### config.mk
export PLATFORM = sky130hd
export DESIGN_NAME = mrv_sqrt
export DESIGN_NICKNAME = d
export VERILOG_FILES = /design/src/rtl/merge_running_variance_defines.svh /design/src/rtl/mrv_pkg.sv /design/src/rtl/mrv_sqrt.sv
export SDC_FILE = /design/constraint.sdc
export NUM_CORES = 1
export LEC_CHECK = 0
export BUFFER_PORTS_ARGS = -buffer_cell sky130_fd_sc_hd__buf_2
export CELL_PAD_IN_SITES_DETAIL_PLACEMENT = 1
export CELL_PAD_IN_SITES_GLOBAL_PLACEMENT = 1
export CORE_MARGIN = 1
export CORE_UTILIZATION = 49
export DETAILED_ROUTE_END_ITERATION = 7
export PLACE_DENSITY_LB_ADDON = 0.1
export SYNTH_ARGS = -nofsm -noshare
export SYNTH_HDL_FRONTEND = slang
export SYNTH_SLANG_ARGS = --single-unit
### constraint.sdc
create_clock -name clk -period 4.3 [get_ports clk]
set_input_delay 0.43 -clock clk [delete_from_list [all_inputs] [get_ports clk]]
set_output_delay 0.43 -clock clk [all_outputs]
set_load 0.02 [all_outputs]
### src/rtl/merge_running_variance_defines.svh
// ----------------------------------------------------------------------------
// Merge running variance: assertion macros
// Short helpers for the concurrent checks of the merge block.
// ----------------------------------------------------------------------------
`ifndef MERGE_RUNNING_VARIANCE_DEFINES_SVH
`define MERGE_RUNNING_VARIANCE_DEFINES_SVH

// Same-cycle implication, sampled on clk and masked during reset.
`define MRV_ASSERT_NOW(lbl, ante, cons) \
    lbl: assert property (@(posedge clk) disable iff (!rst_n) (ante) |-> (cons)) \
        else $error("merge_running_variance: check failed");

// Next-cycle implication, sampled on clk and masked during reset.
`define MRV_ASSERT_NEXT(lbl, ante, cons) \
    lbl: assert property (@(posedge clk) disable iff (!rst_n) (ante) |=> (cons)) \
        else $error("merge_running_variance: check failed");

`endif

### src/rtl/mrv_pkg.sv
// ----------------------------------------------------------------------------
// Merge running variance package
// Widths, sequencer states and the divider command struct shared by the block.
// ----------------------------------------------------------------------------
package mrv_pkg;

    localparam int DVD_W   = 128;  // divider dividend and quotient width
    localparam int DSR_W   = 33;   // divider divisor width (sum of two counts)
    localparam int DCNT_W  = 7;    // divider step counter width
    localparam int RAD_W   = 88;   // square root radicand width (Q40.24 << 24)
    localparam int ROOT_W  = RAD_W / 2;
    localparam int SCNT_W  = 6;    // square root step counter width
    localparam int MCNT_W  = 4;    // multiply step counter width

    typedef enum logic [3:0] {
        S_IDLE,
        S_PREP,
        S_ABS,
        S_MUL,
        S_DIVQ_L,
        S_DIVQ_W,
        S_DIVT_L,
        S_DIVT_W,
        S_UPD,
        S_SQ1_L,
        S_SQ1_W,
        S_SQ2_L,
        S_SQ2_W,
        S_FIN
    } mrv_state_t;

    typedef struct packed {
        logic              start;
        logic [DCNT_W-1:0] nbits;
    } mrv_div_cmd_t;

endpackage

### src/rtl/mrv_sqrt.sv
// ----------------------------------------------------------------------------
// Serial integer square root
// Digit-by-digit root, one result bit per cycle, floor of the true root.
// ----------------------------------------------------------------------------
module mrv_sqrt (
    input  logic                          clk,
    input  logic                          rst_n,
    input  logic                          start,
    input  logic [mrv_pkg::RAD_W-1:0]     radicand,
    output logic                          busy,
    output logic [mrv_pkg::ROOT_W-1:0]    root
);
    import mrv_pkg::*;

    localparam int REM_W = ROOT_W + 2;

    logic              busy_reg;
    logic [SCNT_W-1:0] cnt_reg;
    logic [RAD_W-1:0]  rad_reg;
    logic [REM_W-1:0]  rem_reg;
    logic [ROOT_W-1:0] root_reg;
    logic [REM_W:0]    shifted;
    logic [REM_W:0]    trial;
    logic [REM_W:0]    diff;
    logic              ge;

    always_comb
    begin
        shifted = {rem_reg[REM_W-2:0], rad_reg[RAD_W-1:RAD_W-2]};
        trial   = {1'b0, root_reg, 2'b01};
        diff    = shifted - trial;
        ge      = (shifted >= trial);
    end

    always_ff @(posedge clk or negedge rst_n)
    begin
        if (!rst_n)
        begin
            busy_reg <= 1'b0;
            cnt_reg  <= '0;
        end
        else if (start)
        begin
            busy_reg <= 1'b1;
            cnt_reg  <= SCNT_W'(ROOT_W);
        end
        else if (busy_reg)
        begin
            cnt_reg <= cnt_reg - 1'b1;
            if (cnt_reg == SCNT_W'(1))
                busy_reg <= 1'b0;
        end
    end

    always_ff @(posedge clk)
    begin
        if (start)
        begin
            rad_reg  <= radicand;
            rem_reg  <= '0;
            root_reg <= '0;
        end
        else if (busy_reg)
        begin
            rem_reg  <= ge ? diff[REM_W-1:0] : shifted[REM_W-1:0];
            root_reg <= {root_reg[ROOT_W-2:0], ge};
            rad_reg  <= {rad_reg[RAD_W-3:0], 2'b00};
        end
    end

    assign busy = busy_reg;
    assign root = root_reg;

endmodule

==> metrics.yaml <==
max-vdd-ir-drop_mv: 0.295
drc: 0
fin_crit_ns: 3.57
cp_data_required_time_ns: 4.62
cts_tree: "done"
cp_data_arrival_time_ns: 3.89
wl_mm: 27.0
area_growth_pct: 13.7
crit_path_start_kind: "flip-flop"
setup-violations-final: 0
nets: 1287
yosys_warnings: 0
pin_count: 136
die-area_mm2: 0.0219
synth_enable_flop_cells: 88
cts_resized: 0
syn_area_mm2: 0.0104
r2r_slack_ns: 0.73
grt_pass1_wl_mm: 44.4
final_cell_mix: "134 x buf_2, 111 x nor2_1, 97 x nand2_1, 89 x dfxtp_1, 88 x edfxtp_1"
cpPeakStageDelay_ns: 0.58
clock_skew_ns: 0.0116
r2r_cells: 11
wl_per_cell_um: 18.8
initial_core_util_pct: 49.8
worstReg2RegStart: "root[8]"
port_buffers: 135
fmax_mhz: 280
final_common_cell: "buf_2"
syn_avg_cell_area_um2: 9.96
die_w_um: 148
drt_iter0_drc: 315
avgViaCountPerCell: 5.72
slowest_stage: "a21oi_4"
slew-limit-headroom_pct: 30.9
ant_nets: 0
htree_num_levels: 4
crit_chain: "inv_1 > ha_1 > a21o_1 > a32oi_1 > a21oi_1 > o31ai_1 > nand3_2 > a21oi_4 > buf_4 > nand2_1 > a311oi_1"
status: "complete, no violations"
ys_seq_area_share_pct: 44.1
drive_gt1_share_pct: 23.8
synth.distinct_cells: 72
clockBufferDepth: 2
die_h_um: 148
grt_max_degree: 109
cts_made_buffers: 17
max_cap_violations: 0
fin_setup_tns_ns: 0
cp_num_cells: 11
ys.flop_type: "dfxtp_1"
via_count: 8207
final_hold_viol_count: 0
first_global_vias: 8592
largest_reg_flops: 88
synthArstFlopShare_pct: 3.80
fin_crit_sh_pct: 83.0
path_buf_inv: 2
cp_top_family: "compound AO/OA/AOI/OAI gates"
clock_latency_ns: 0.44
syn_inst: 1048
antenna_found_initial: 0
rows: 53
cp_max_fo: 19
reg2reg_to: "rem_reg[11]"
worstMarginPinSlew_ns: 1.04
cts.hold.buffers_added: 1
globalRouteTotalUtil_pct: 25.6
n_fill_cell: 2399
multi_input_area_mm2: 0.00533
drv_slew: 0
core_area_mm2: 0.0210
hold_class: "input pin to flip-flop"
clock-sinks: 184
post-cts-setup-buffers: 0
synth_seq_cells: 184
firstDrtPassIters: 4
fin_util_pct: 56.6
regArea_mm2: 0.00460
power_density_mw_per_mm2: 649
endpoint: "rem_reg[11]"
dp.final_hpwl_mm: 18.8
path_clk_slew_ns: 0.08
p_leak_uw: 0.00517
grt_overflow_total: 0
cp-end-kind: "flip-flop"
cts_root_buf: "clkbuf_16"
syn-num-nets: 1187
crit_type: "flip-flop to flip-flop"
rsz0062_at_grt: "false"
critPathLaunch: "root[8]"
place_congestion: 0.814
[synth_stat cells, types with 4 or more instances]
library cell  count  area share (%)
nand3_1          21             1.0
xnor2_1          22             1.8
nor2_1          111             4.0
buf_1             9            0.32
o211ai_1          7            0.50
a311oi_1         39             3.3
a211oi_1          6            0.43
nor2b_1           6            0.36
o21bai_1         10            0.72
o21a_1           10            0.72
a21oi_1          44             2.1
o21ai_0          30             1.4
a31oi_1          11            0.66
and2_1            4            0.24
dfrtp_1           7             1.7
nand2_1          97             3.5
dfxtp_1          89              17
nor3b_1           4            0.29
clkbuf_1         33             1.2
mux2_2           87             9.4
ha_1             48             5.8
nor3_1            8            0.38
buf_2            12            0.58
a41oi_1           5            0.42
a21o_1           25             1.8
inv_1            60             2.2
or3_1             9            0.54
edfxtp_1         88              25
xor2_1           16             1.3
nand4_1          14            0.84
o2111ai_1         5            0.42
buf_4             8            0.58
mux2i_1          46             4.4
[cell families (layout without fill, tap and decap cells)]
family	after synthesis	in the layout	share of synthesized area, %
AND/OR/NAND/NOR	303	303	13.6
AO/OA/AOI/OAI	218	218	14.6
flip-flops	184	184	44.1
multiplexers	133	133	13.8
buffers and inverters	124	236	4.98
adder cells (fa/ha/maj)	48	48	5.76
XOR/XNOR	38	38	3.19
other	0	1	0
[metal layers]
| layer | vias to the layer above | GRT usage, % | wire (µm) |
|---|---|---|---|
| met3 | 22 | 6.51 | 1250 |
| met2 | 137 | 45.6 | 13700 |
| met1 | 4025 | 30.7 | 11700 |
| li1 | 4023 | - | - |
| met4 | 0 | 5.98 | 312 |
| met5 | - | 0 | 0 |
[worst reg2reg max path, delay by kind of cell, from the launching register on]
family                   cells  cell delay, ns
flip-flops                   1            0.40
AO/OA/AOI/OAI                6            1.97
adder cells (fa/ha/maj)      1            0.37
AND/OR/NAND/NOR              2            0.32
buffers and inverters        2            0.41
[power by group]
| group | switching [µW] | internal [µW] |
|---|---|---|
| registers | 158 | 2100 |
| clock network | 797 | 784 |
| logic | 2300 | 1570 |
[area by class of cell]
type | count | area share (%)
Tap cell | 275 | 2.90
Inverter | 60 | 1.90
Timing Repair Buffer | 145 | 6.51
Antenna cell | 1 | 0.0211
Clock buffer | 17 | 3.58
Clock inverter | 14 | 1.41
Multi-Input combinational cell | 740 | 44.9
Sequential cell | 184 | 38.8
[how the worst min path moves through the flow]
| stage | cells after the start | startpoint | slack, ns | endpoint |
|---|---|---|---|---|
| 3_3_place_gp | 1 | rst_n | 0.28 | cnt_reg[4] |
| 3_5_place_dp | 1 | rst_n | 0.28 | cnt_reg[3] |
| 2_1_floorplan | 0 | rst_n | 0.13 | busy |
| 5_1_grt | 2 | radicand[43] | 0.28 | rad_reg[43] |
| 4_1_cts | 2 | radicand[21] | 0.27 | rad_reg[21] |
| 6_report | 2 | radicand[55] | 0.29 | rad_reg[55] |
[per-stage QoR]
stage               hold slack, ns  cell area, µm²  worst slack [ns]  total power (µW)  instances
floorplan                    0.134           10400              1.40              5230       1048
global placement             0.278           11300             0.917              6030       1403
detailed placement           0.279           11300             0.849              6120       1403
CTS                          0.272           11900             0.732              7750       1435
global route                 0.276           11900             0.453              8260       1435
finish                       0.287           11900             0.729              7700       1436
(Power assumes the default switching activity.)
