File: src/rtl/merge_running_variance_defines.svh
// ----------------------------------------------------------------------------
// Merge running variance: assertion macros
// Short helpers for the concurrent checks of the merge block.
// ----------------------------------------------------------------------------
`ifndef MERGE_RUNNING_VARIANCE_DEFINES_SVH
`define MERGE_RUNNING_VARIANCE_DEFINES_SVH

// Same-cycle implication, sampled on clk and masked during reset.
`define MRV_ASSERT_NOW(lbl, ante, cons) \
    lbl: assert property (@(posedge clk) disable iff (!rst_n) (ante) |-> (cons)) \
        else $error("merge_running_variance: check failed");

// Next-cycle implication, sampled on clk and masked during reset.
`define MRV_ASSERT_NEXT(lbl, ante, cons) \
    lbl: assert property (@(posedge clk) disable iff (!rst_n) (ante) |=> (cons)) \
        else $error("merge_running_variance: check failed");

`endif

File: src/rtl/mrv_pkg.sv
// ----------------------------------------------------------------------------
// Merge running variance package
// Widths, sequencer states and the divider command struct shared by the block.
// ----------------------------------------------------------------------------
package mrv_pkg;

    localparam int DVD_W   = 128;  // divider dividend and quotient width
    localparam int DSR_W   = 33;   // divider divisor width (sum of two counts)
    localparam int DCNT_W  = 7;    // divider step counter width
    localparam int RAD_W   = 88;   // square root radicand width (Q40.24 << 24)
    localparam int ROOT_W  = RAD_W / 2;
    localparam int SCNT_W  = 6;    // square root step counter width
    localparam int MCNT_W  = 4;    // multiply step counter width

    typedef enum logic [3:0] {
        S_IDLE,
        S_PREP,
        S_ABS,
        S_MUL,
        S_DIVQ_L,
        S_DIVQ_W,
        S_DIVT_L,
        S_DIVT_W,
        S_UPD,
        S_SQ1_L,
        S_SQ1_W,
        S_SQ2_L,
        S_SQ2_W,
        S_FIN
    } mrv_state_t;

    typedef struct packed {
        logic              start;
        logic [DCNT_W-1:0] nbits;
    } mrv_div_cmd_t;

endpackage

File: src/rtl/mrv_div.sv
// ----------------------------------------------------------------------------
// Serial restoring divider
// Produces one quotient bit per cycle from a left-aligned dividend.
// ----------------------------------------------------------------------------
module mrv_div (
    input  logic                          clk,
    input  logic                          rst_n,
    input  mrv_pkg::mrv_div_cmd_t         cmd,
    input  logic [mrv_pkg::DVD_W-1:0]     dividend,
    input  logic [mrv_pkg::DSR_W-1:0]     divisor,
    output logic                          busy,
    output logic [mrv_pkg::DVD_W-1:0]     quotient
);
    import mrv_pkg::*;

    logic              busy_reg;
    logic [DCNT_W-1:0] cnt_reg;
    logic [DVD_W-1:0]  dvd_reg;
    logic [DVD_W-1:0]  quo_reg;
    logic [DSR_W-1:0]  rem_reg;
    logic [DSR_W-1:0]  dsr_reg;
    logic [DSR_W:0]    trial;
    logic [DSR_W:0]    diff;
    logic              ge;

    always_comb
    begin
        trial = {rem_reg, dvd_reg[DVD_W-1]};
        diff  = trial - {1'b0, dsr_reg};
        ge    = (trial >= {1'b0, dsr_reg});
    end

    always_ff @(posedge clk or negedge rst_n)
    begin
        if (!rst_n)
        begin
            busy_reg <= 1'b0;
            cnt_reg  <= '0;
        end
        else if (cmd.start)
        begin
            busy_reg <= 1'b1;
            cnt_reg  <= cmd.nbits;
        end
        else if (busy_reg)
        begin
            cnt_reg <= cnt_reg - 1'b1;
            if (cnt_reg == DCNT_W'(1))
                busy_reg <= 1'b0;
        end
    end

    always_ff @(posedge clk)
    begin
        if (cmd.start)
        begin
            dvd_reg <= dividend;
            quo_reg <= '0;
            rem_reg <= '0;
            dsr_reg <= divisor;
        end
        else if (busy_reg)
        begin
            rem_reg <= ge ? diff[DSR_W-1:0] : trial[DSR_W-1:0];
            quo_reg <= {quo_reg[DVD_W-2:0], ge};
            dvd_reg <= {dvd_reg[DVD_W-2:0], 1'b0};
        end
    end

    assign busy     = busy_reg;
    assign quotient = quo_reg;

endmodule

File: config.mk
export PLATFORM = sky130hd
export DESIGN_NAME = mrv_div
export DESIGN_NICKNAME = d
export VERILOG_FILES = /design/src/rtl/merge_running_variance_defines.svh /design/src/rtl/mrv_pkg.sv /design/src/rtl/mrv_div.sv
export SDC_FILE = /design/constraint.sdc
export NUM_CORES = 1
export LEC_CHECK = 0
export ABC_CLOCK_PERIOD_IN_PS = 5300
export BUFFER_PORTS_ARGS = -buffer_cell sky130_fd_sc_hd__buf_4
export CAP_MARGIN = 20
export CELL_PAD_IN_SITES_DETAIL_PLACEMENT = 0
export CELL_PAD_IN_SITES_GLOBAL_PLACEMENT = 1
export CORE_MARGIN = 4
export CORE_UTILIZATION = 44
export CTS_CLUSTER_SIZE = 12
export DETAILED_ROUTE_END_ITERATION = 10
export PLACE_DENSITY_LB_ADDON = 0.12
export SYNTH_ARGS = -nofsm -noshare
export SYNTH_HDL_FRONTEND = slang
export SYNTH_SLANG_ARGS = --single-unit
File: constraint.sdc
create_clock -name clk -period 5.3 [get_ports clk]
set_clock_uncertainty 0.05 [all_clocks]
set_input_delay 0.53 -clock clk [delete_from_list [all_inputs] [get_ports clk]]
set_output_delay 0.53 -clock clk [all_outputs]
set_load 0.03 [all_outputs]
==> results of run 1 <==
report_power, final:
part	internal, mW	switching (mW)
clock	1.41	1.03
combinational	0.800	0.975
sequential	2.95	0.146
metrics by stage:
stage               setup slack [ns]  total power [mW]  instance area, µm²  instances
finish                          1.44              7.32               18600       1997
global route                    1.14              7.73               18600       1997
CTS                             1.39              7.39               18500       1992
detailed placement              1.41              4.90               17400       1924
global placement                1.45              4.89               17400       1924
floorplan                      0.762              4.45               14800       1247
area by class of cell:
type	instances	area [µm²]
Sequential cell	330	8260
Clock buffer	52	1020
Tap cell	442	553
Inverter	46	175
Multi-Input combinational cell	799	6070
Timing Repair Buffer	310	2380
Clock inverter	15	126
Fill cell	2948	14300
Antenna cell	3	7.51
cells by family after synthesis:
logic type | synth area share
flops | 0.558
fa+ha+maj | 0.0309
xor+xnor | 0.0178
compound gates | 0.0840
simple gates | 0.0891
buf+inv | 0.0320
mux | 0.188
layer usage:
| metal | global-route usage | part of all wire |
|---|---|---|
| met1 | 0.234 | 0.41 |
| met2 | 0.312 | 0.48 |
| met3 | 0.0696 | 0.084 |
| met4 | 0.0630 | 0.026 |
| met5 | 0 | 0.00096 |
critical path: stages (launching register included):
cell and delay (ns):
edfxtp_1 0.35, inv_1 0.08, ha_1 0.17, inv_1 0.05
fa_1 0.39, a21o_1 0.23, a221oi_4 0.30, o221ai_2 0.21
or3_1 0.42, and2_4 0.17, a21oi_2 0.50, buf_4 0.29
mux2_2 0.34, a211oi_1 0.21
worst paths after layout:
path,end,cells past startpoint,slack (ns)
setup reg to reg,rem_reg[0],13,1.44
min in group asynchronous,cnt_reg[5],2,0.34
max in group asynchronous,busy,2,4.68
setup / recovery,rem_reg[0],13,1.44
hold reg to reg,rem_reg[2],2,0.45
hold / removal,dsr_reg[6],1,0.14
cells in the final DEF (no fill, tap or decap), types with 4 or more instances in the layout:
cell type  netlist  routed
a211oi_1         9       9
a21o_1          18      18
a21oi_1         29      29
a311oi_1         6       6
a311oi_2        14      14
a31oi_1         10      10
and3_1          10      10
buf_4            1     305
clkbuf_1        56      12
clkbuf_16        0      38
clkinv_2         0       9
dfrtp_1          8       7
dfxtp_1        161     161
edfxtp_1       161     161
ha_1            35      35
inv_1           46      45
mux2_2         129     129
mux2i_1        133     133
nand2_1         67      67
nand2b_1         5       5
nand3_1         19      19
nand4_1          5       5
nor2_1         169     169
nor3_1           7       7
nor4_1           4       4
o211ai_1         6       6
o21a_1           8       8
o21ai_0         30      30
o21bai_1         9       9
or3_1            6       6
xnor2_1         19      19
xor2_1          11      11
timing repair:
item,in CTS,in global routing
endpoints found under the setup margin,0,0
setup buffers,0,0
hold buffers,1,0
hold endpoints to repair,8,0
==> key figures, run 1 <==
Timing
  • RSZ-0062 raised after global routing: false
  • Final Slew Violations: 0
  • Fin crit period: 3.86 ns
  • Fin. Hold Viols: 0
  • Endpoints failing setup: 0
  • WHS: 0.135 ns
  • Slew HR: 0.240
  • Max Fclk: 0.259 GHz
  • Final period util: 0.728
  • Setup TNS: 0 ns
  • Worst Tran Pin Value: 1.14 ns

Yosys
  • Yosys cell types: 64
  • Syn nets: 1454
  • YS warnings: 0
  • Post-synth EDFFs: 161
  • Top post-synthesis cells by area: edfxtp_1 (33%), dfxtp_1 (22%), mux2_2 (9.8%)
  • Synth area leader: edfxtp_1
  • Syn avg cell area: 11.9 µm²
  • Synth Instances: 1247
  • Most common cell in the netlist: nor2_1
  • Register bit count reported by yosys: 330
  • Area share of the largest cell type after synthesis: 0.327
  • Top_reg_cell synth: edfxtp_1
  • Syn Std Cell Area: 14800 µm²
  • Post-synthesis sequential area ratio: 0.558
  • Asr flop ratio synth: 0.0242
  • Post-synth top cells: nor2_1 (169), dfxtp_1 (161), edfxtp_1 (161)

Global route
  • Grt ovf: 0
  • First-pass GRT wire length: 56100 µm
  • Total GRT Usage: 0.190
  • Largest net degree at the start of global routing: 162
  • Vias in the first global route: 10500
  • Initial antenna violation count: 6

Routing
  • Initial drt markers: 566
  • Final WL: 35600 µm
  • Length of the first detailed-routing pass in iterations: 6
  • Post-route DRC: 0
  • Via count: 10300
  • Wirelength per Cell: 17.8 µm
  • Antenna Nets Post-Route: 0
  • Vias per cell: 5.14

CTS
  • CTS Root Cell: clkbuf_16
  • # clock sinks: 330
  • CTS tree: built
  • CTS buffer count: 37
  • Worst-Skew Late Latency: 0.52 ns
  • PostCTS Resize Cnt: 0
  • Clock Tree Buf Depth: 3
  • H-tree lvl count: 2
  • CTS clock-pin slew for the worst setup and hold paths: 0.06 ns

Floorplan
  • Die area: 36600 µm²
  • Die H: 191 µm
  • Cell Rows: 66
  • Die W: 191 µm
  • I/O pin total: 300
  • Starting Density: 0.450
  • Core area: 32900 µm²

Cells and area
  • Share of cells above drive strength 1: 0.331
  • Synth-to-layout area growth: 25.6%
  • Core Util, Final: 0.566
  • Layout Nets: 1731

Worst setup path
  • R2r startpoint: dvd_reg[127]
  • Critical path data arrival time: 4.24 ns
  • Crit path capture type: register
  • Worst EP required: 5.68 ns
  • CP Class: reg2reg
  • Crit path launch: dvd_reg[127]
  • Critical Path Fanout Max: 11
  • Worst setup SP type: register

Power and ir drop
  • P_leak: 8.64 nW
  • Power per standard cell area: 394 nW/µm²
  • Peak supply drop: 0.260 mV

Placed design
  • Port bufs: 299
  • Hpwl dp: 24500 µm
  • RePlAce Congestion: 0.838

Min path
  • Hold Crit Start: divisor[6]
  • Worst min-delay path class: in2reg

Outcome
  • Outcome: finished, final reports clean

Run
  • Max_cap viols: 0
Note: power is estimated with default switching activity, not from simulation.
==> run 2, diff against run 1 <==
ABC_AREA = 1   (was not set)
ABC_CLOCK_PERIOD_IN_PS = 3220   (was 5300)
CORE_UTILIZATION = 37   (was 44)
clock period = 3.22 ns   (was 5.3 ns; I/O delays follow)
==> run 2 against run 1 <==
Against the previous run: combinational power rose by 120%; cell area grew 12%; via count up 29%; wire length up 24%; maximum frequency rose by 42%; die area rose by 20%; power grew 82%; sequential share of layout area down 4.9 points; critical path type unchanged.
==> key figures, run 2 <==
Routing
  • Initial drt markers: 820
  • Length of the first detailed-routing pass in iterations: 5
  • Antenna Nets Post-Route: 0
  • Vias per cell: 4.65
  • Final WL: 44100 µm
  • Wirelength per Cell: 15.5 µm
  • Post-route DRC: 0
  • Via count: 13300

Worst setup path
  • Worst Path Buf+Inv: 1
  • Cell breakdown of the critical path: inv_1, ha_1, nand2_1, nor2_1, nand3_1, nor2_1, nand2_1, nand3_2, nor2_4, nand2_4, or2_2, nand3_1, nand2_1
  • Crit path capture type: register
  • Critical path data arrival time: 3.11 ns
  • Worst EP required: 3.61 ns
  • CP Class: reg2reg
  • CP most frequent cell: nand2_1
  • Slowest stage delay, CP: 0.40 ns
  • Critical Path Fanout Max: 43
  • Crit path max-delay family: simple AND/OR/NAND/NOR gates
  • Worst setup SP type: register
  • Slowest CP cell: or2_2

CTS
  • # clock sinks: 330
  • CTS buffer count: 38
  • CTS tree: built
  • CTS Root Cell: clkbuf_16
  • Clock Tree Buf Depth: 3
  • Post CTS Setup Buffer Count: 0
  • Worst-Skew Late Latency: 0.57 ns
  • CTS clock-pin slew for the worst setup and hold paths: 0.06 ns
  • H-tree lvl count: 2

Yosys
  • Top_reg_cell synth: edfxtp_1
  • Synth Instances: 1826
  • Yosys cell types: 40
  • Register bit count reported by yosys: 330
  • Area share of the largest cell type after synthesis: 0.322
  • Post-synthesis sequential area ratio: 0.550
  • Top post-synthesis cells by area: edfxtp_1 (32%), dfxtp_1 (21%), nand2_1 (17%)
  • Synth area leader: edfxtp_1
  • Syn avg cell area: 8.22 µm²
  • Asr flop ratio synth: 0.0242
  • Most common cell in the netlist: nand2_1
  • Post-synth EDFFs: 161
  • YS warnings: 0
  • Syn nets: 2033
  • Syn Std Cell Area: 15000 µm²
  • Post-synth top cells: nand2_1 (686), inv_1 (292), dfxtp_1 (161), edfxtp_1 (161), o22ai_1 (126)

Min path
  • Worst min-delay path class: in2reg

Power and ir drop
  • Switching power total: 4.42 mW
  • Clk pwr share: 0.323
  • Power per standard cell area: 638 nW/µm²
  • Gate power share: 0.295
  • Switching Share: 0.332
  • Internal: 8.90 mW
  • Flop pwr share: 0.382
  • Pwr Total: 13.3 mW
  • P_leak: 9.95 nW
  • Peak supply drop: 0.316 mV

Placed design
  • Hpwl dp: 30900 µm
  • Pre-CTS setup slack: 0.193 ns
  • Port bufs: 299
  • RePlAce Congestion: 0.870
  • Placed Area: 17900 µm²

Timing
  • Fin crit period: 2.72 ns
  • RSZ-0062 raised after global routing: false
  • Fin. Hold Viols: 0
  • Endpoints failing setup: 0
  • Final Slew Violations: 0
  • Worst Setup Slack, final: 0.499 ns
  • Max Fclk: 0.367 GHz
  • Final period util: 0.845
  • Worst Tran Pin Value: 0.773 ns
  • Slew HR: 0.485

Global route
  • Vias in the first global route: 13400
  • First-pass GRT wire length: 70300 µm
  • Largest net degree at the start of global routing: 160
  • Initial antenna violation count: 7
  • Total GRT Usage: 0.197
  • Grt ovf: 0

Floorplan
  • Die area: 43900 µm²
  • Die H: 209 µm
  • Die W: 209 µm
  • Core area: 39900 µm²
  • Cell Rows: 73
  • Starting Density: 0.376
  • I/O pin total: 300

Cells and area
  • Sequential Area: 8260 µm²
  • Multi-input gate area: 5320 µm²
  • Final Cell Area: 20900 µm²
  • Most frequent cells in the layout: nand2_1 (686), buf_4 (328), inv_1 (291)
  • Layout Nets: 2501
  • Synth-to-layout area growth: 39.1%
  • Commonest non-fill, non-tap cell in the layout: nand2_1
  • Share of cells above drive strength 1: 0.177
  • Fillers: 3752

Run
  • Max_cap viols: 0

Outcome
  • Outcome: finished, final reports clean
==> run 2: cell types whose count changed after synthesis, sizes merged, moves of 23 or more <==
cell and change:
nor2 -104, nand4 +23, mux2i -133, mux2 -129
inv +251, o22ai +125, nand2 +623, nand3 +73
==> run 2: cell type report <==
class / instances / share of cell area
Antenna cell: 3 / 0.000360
Tap cell: 525 / 0.0315
Clock buffer: 53 / 0.0493
Timing Repair Buffer: 504 / 0.205
Inverter: 297 / 0.0539
Clock inverter: 17 / 0.00959
Multi-Input combinational cell: 1123 / 0.255
Sequential cell: 330 / 0.396
==> run 2: cells by family after synthesis <==
group	count (synthesis)	synth area share
simple gates	897	0.243
buf+inv	373	0.0958
flops	330	0.550
compound gates	175	0.0721
fa+ha+maj	36	0.0305
xor+xnor	15	0.00875
==> run 2: per-layer routing <==
metal,GRT usage,routed length (µm),vias to the layer above
met3,0.0438,2240,87
li1,-,-,6801
met1,0.247,19000,6109
met2,0.333,21400,258
met5,0,46,-
met4,0.0722,1400,8
==> run 2: worst paths after layout <==
check | startpoint | cells after the start | slack, ns | end
worst min register to register | rem_reg[26] | 2 | 0.42 | rem_reg[26]
worst min-delay path | cmd[7] | 1 | 0.06 | dsr_reg[16]
min in group asynchronous | rst_n | 2 | 0.13 | cnt_reg[5]
max in group asynchronous | rst_n | 2 | 2.85 | cnt_reg[2]
worst max-delay path | dsr_reg[15] | 13 | 0.50 | rem_reg[26]
worst max register to register | dsr_reg[15] | 13 | 0.50 | rem_reg[26]
==> run 2: what timing repair did <==
item                       CTS  global route
hold buffers               169             0
setup endpoints to repair    0             3
resized for setup            0             1
hold endpoints to repair   176             0
==> run 2: through the flow <==
step | utilization | hold slack [ns] | std cells | setup TNS (ns)
3_3_place_gp | 0.449 | 0.100 | 2609 | -6.49
2_1_floorplan | - | -0.0236 | 1826 | 0
4_1_cts | 0.523 | 0.0234 | 2849 | 0
5_1_grt | 0.523 | 0.0325 | 2851 | 0
3_5_place_dp | 0.450 | 0.0997 | 2610 | 0
6_report | 0.523 | 0.0578 | 2852 | 0
==> run 2: power by group through the flow <==
stage / Clock (mW) / Combinational [mW] / Sequential, mW
finish: 4.30 / 3.93 / 5.09
CTS: 4.44 / 3.95 / 5.09
global placement: 0 / 3.73 / 5.16
global route: 4.62 / 4.47 / 5.13
detailed placement: 0 / 3.76 / 5.17
floorplan: 0 / 2.64 / 5.13
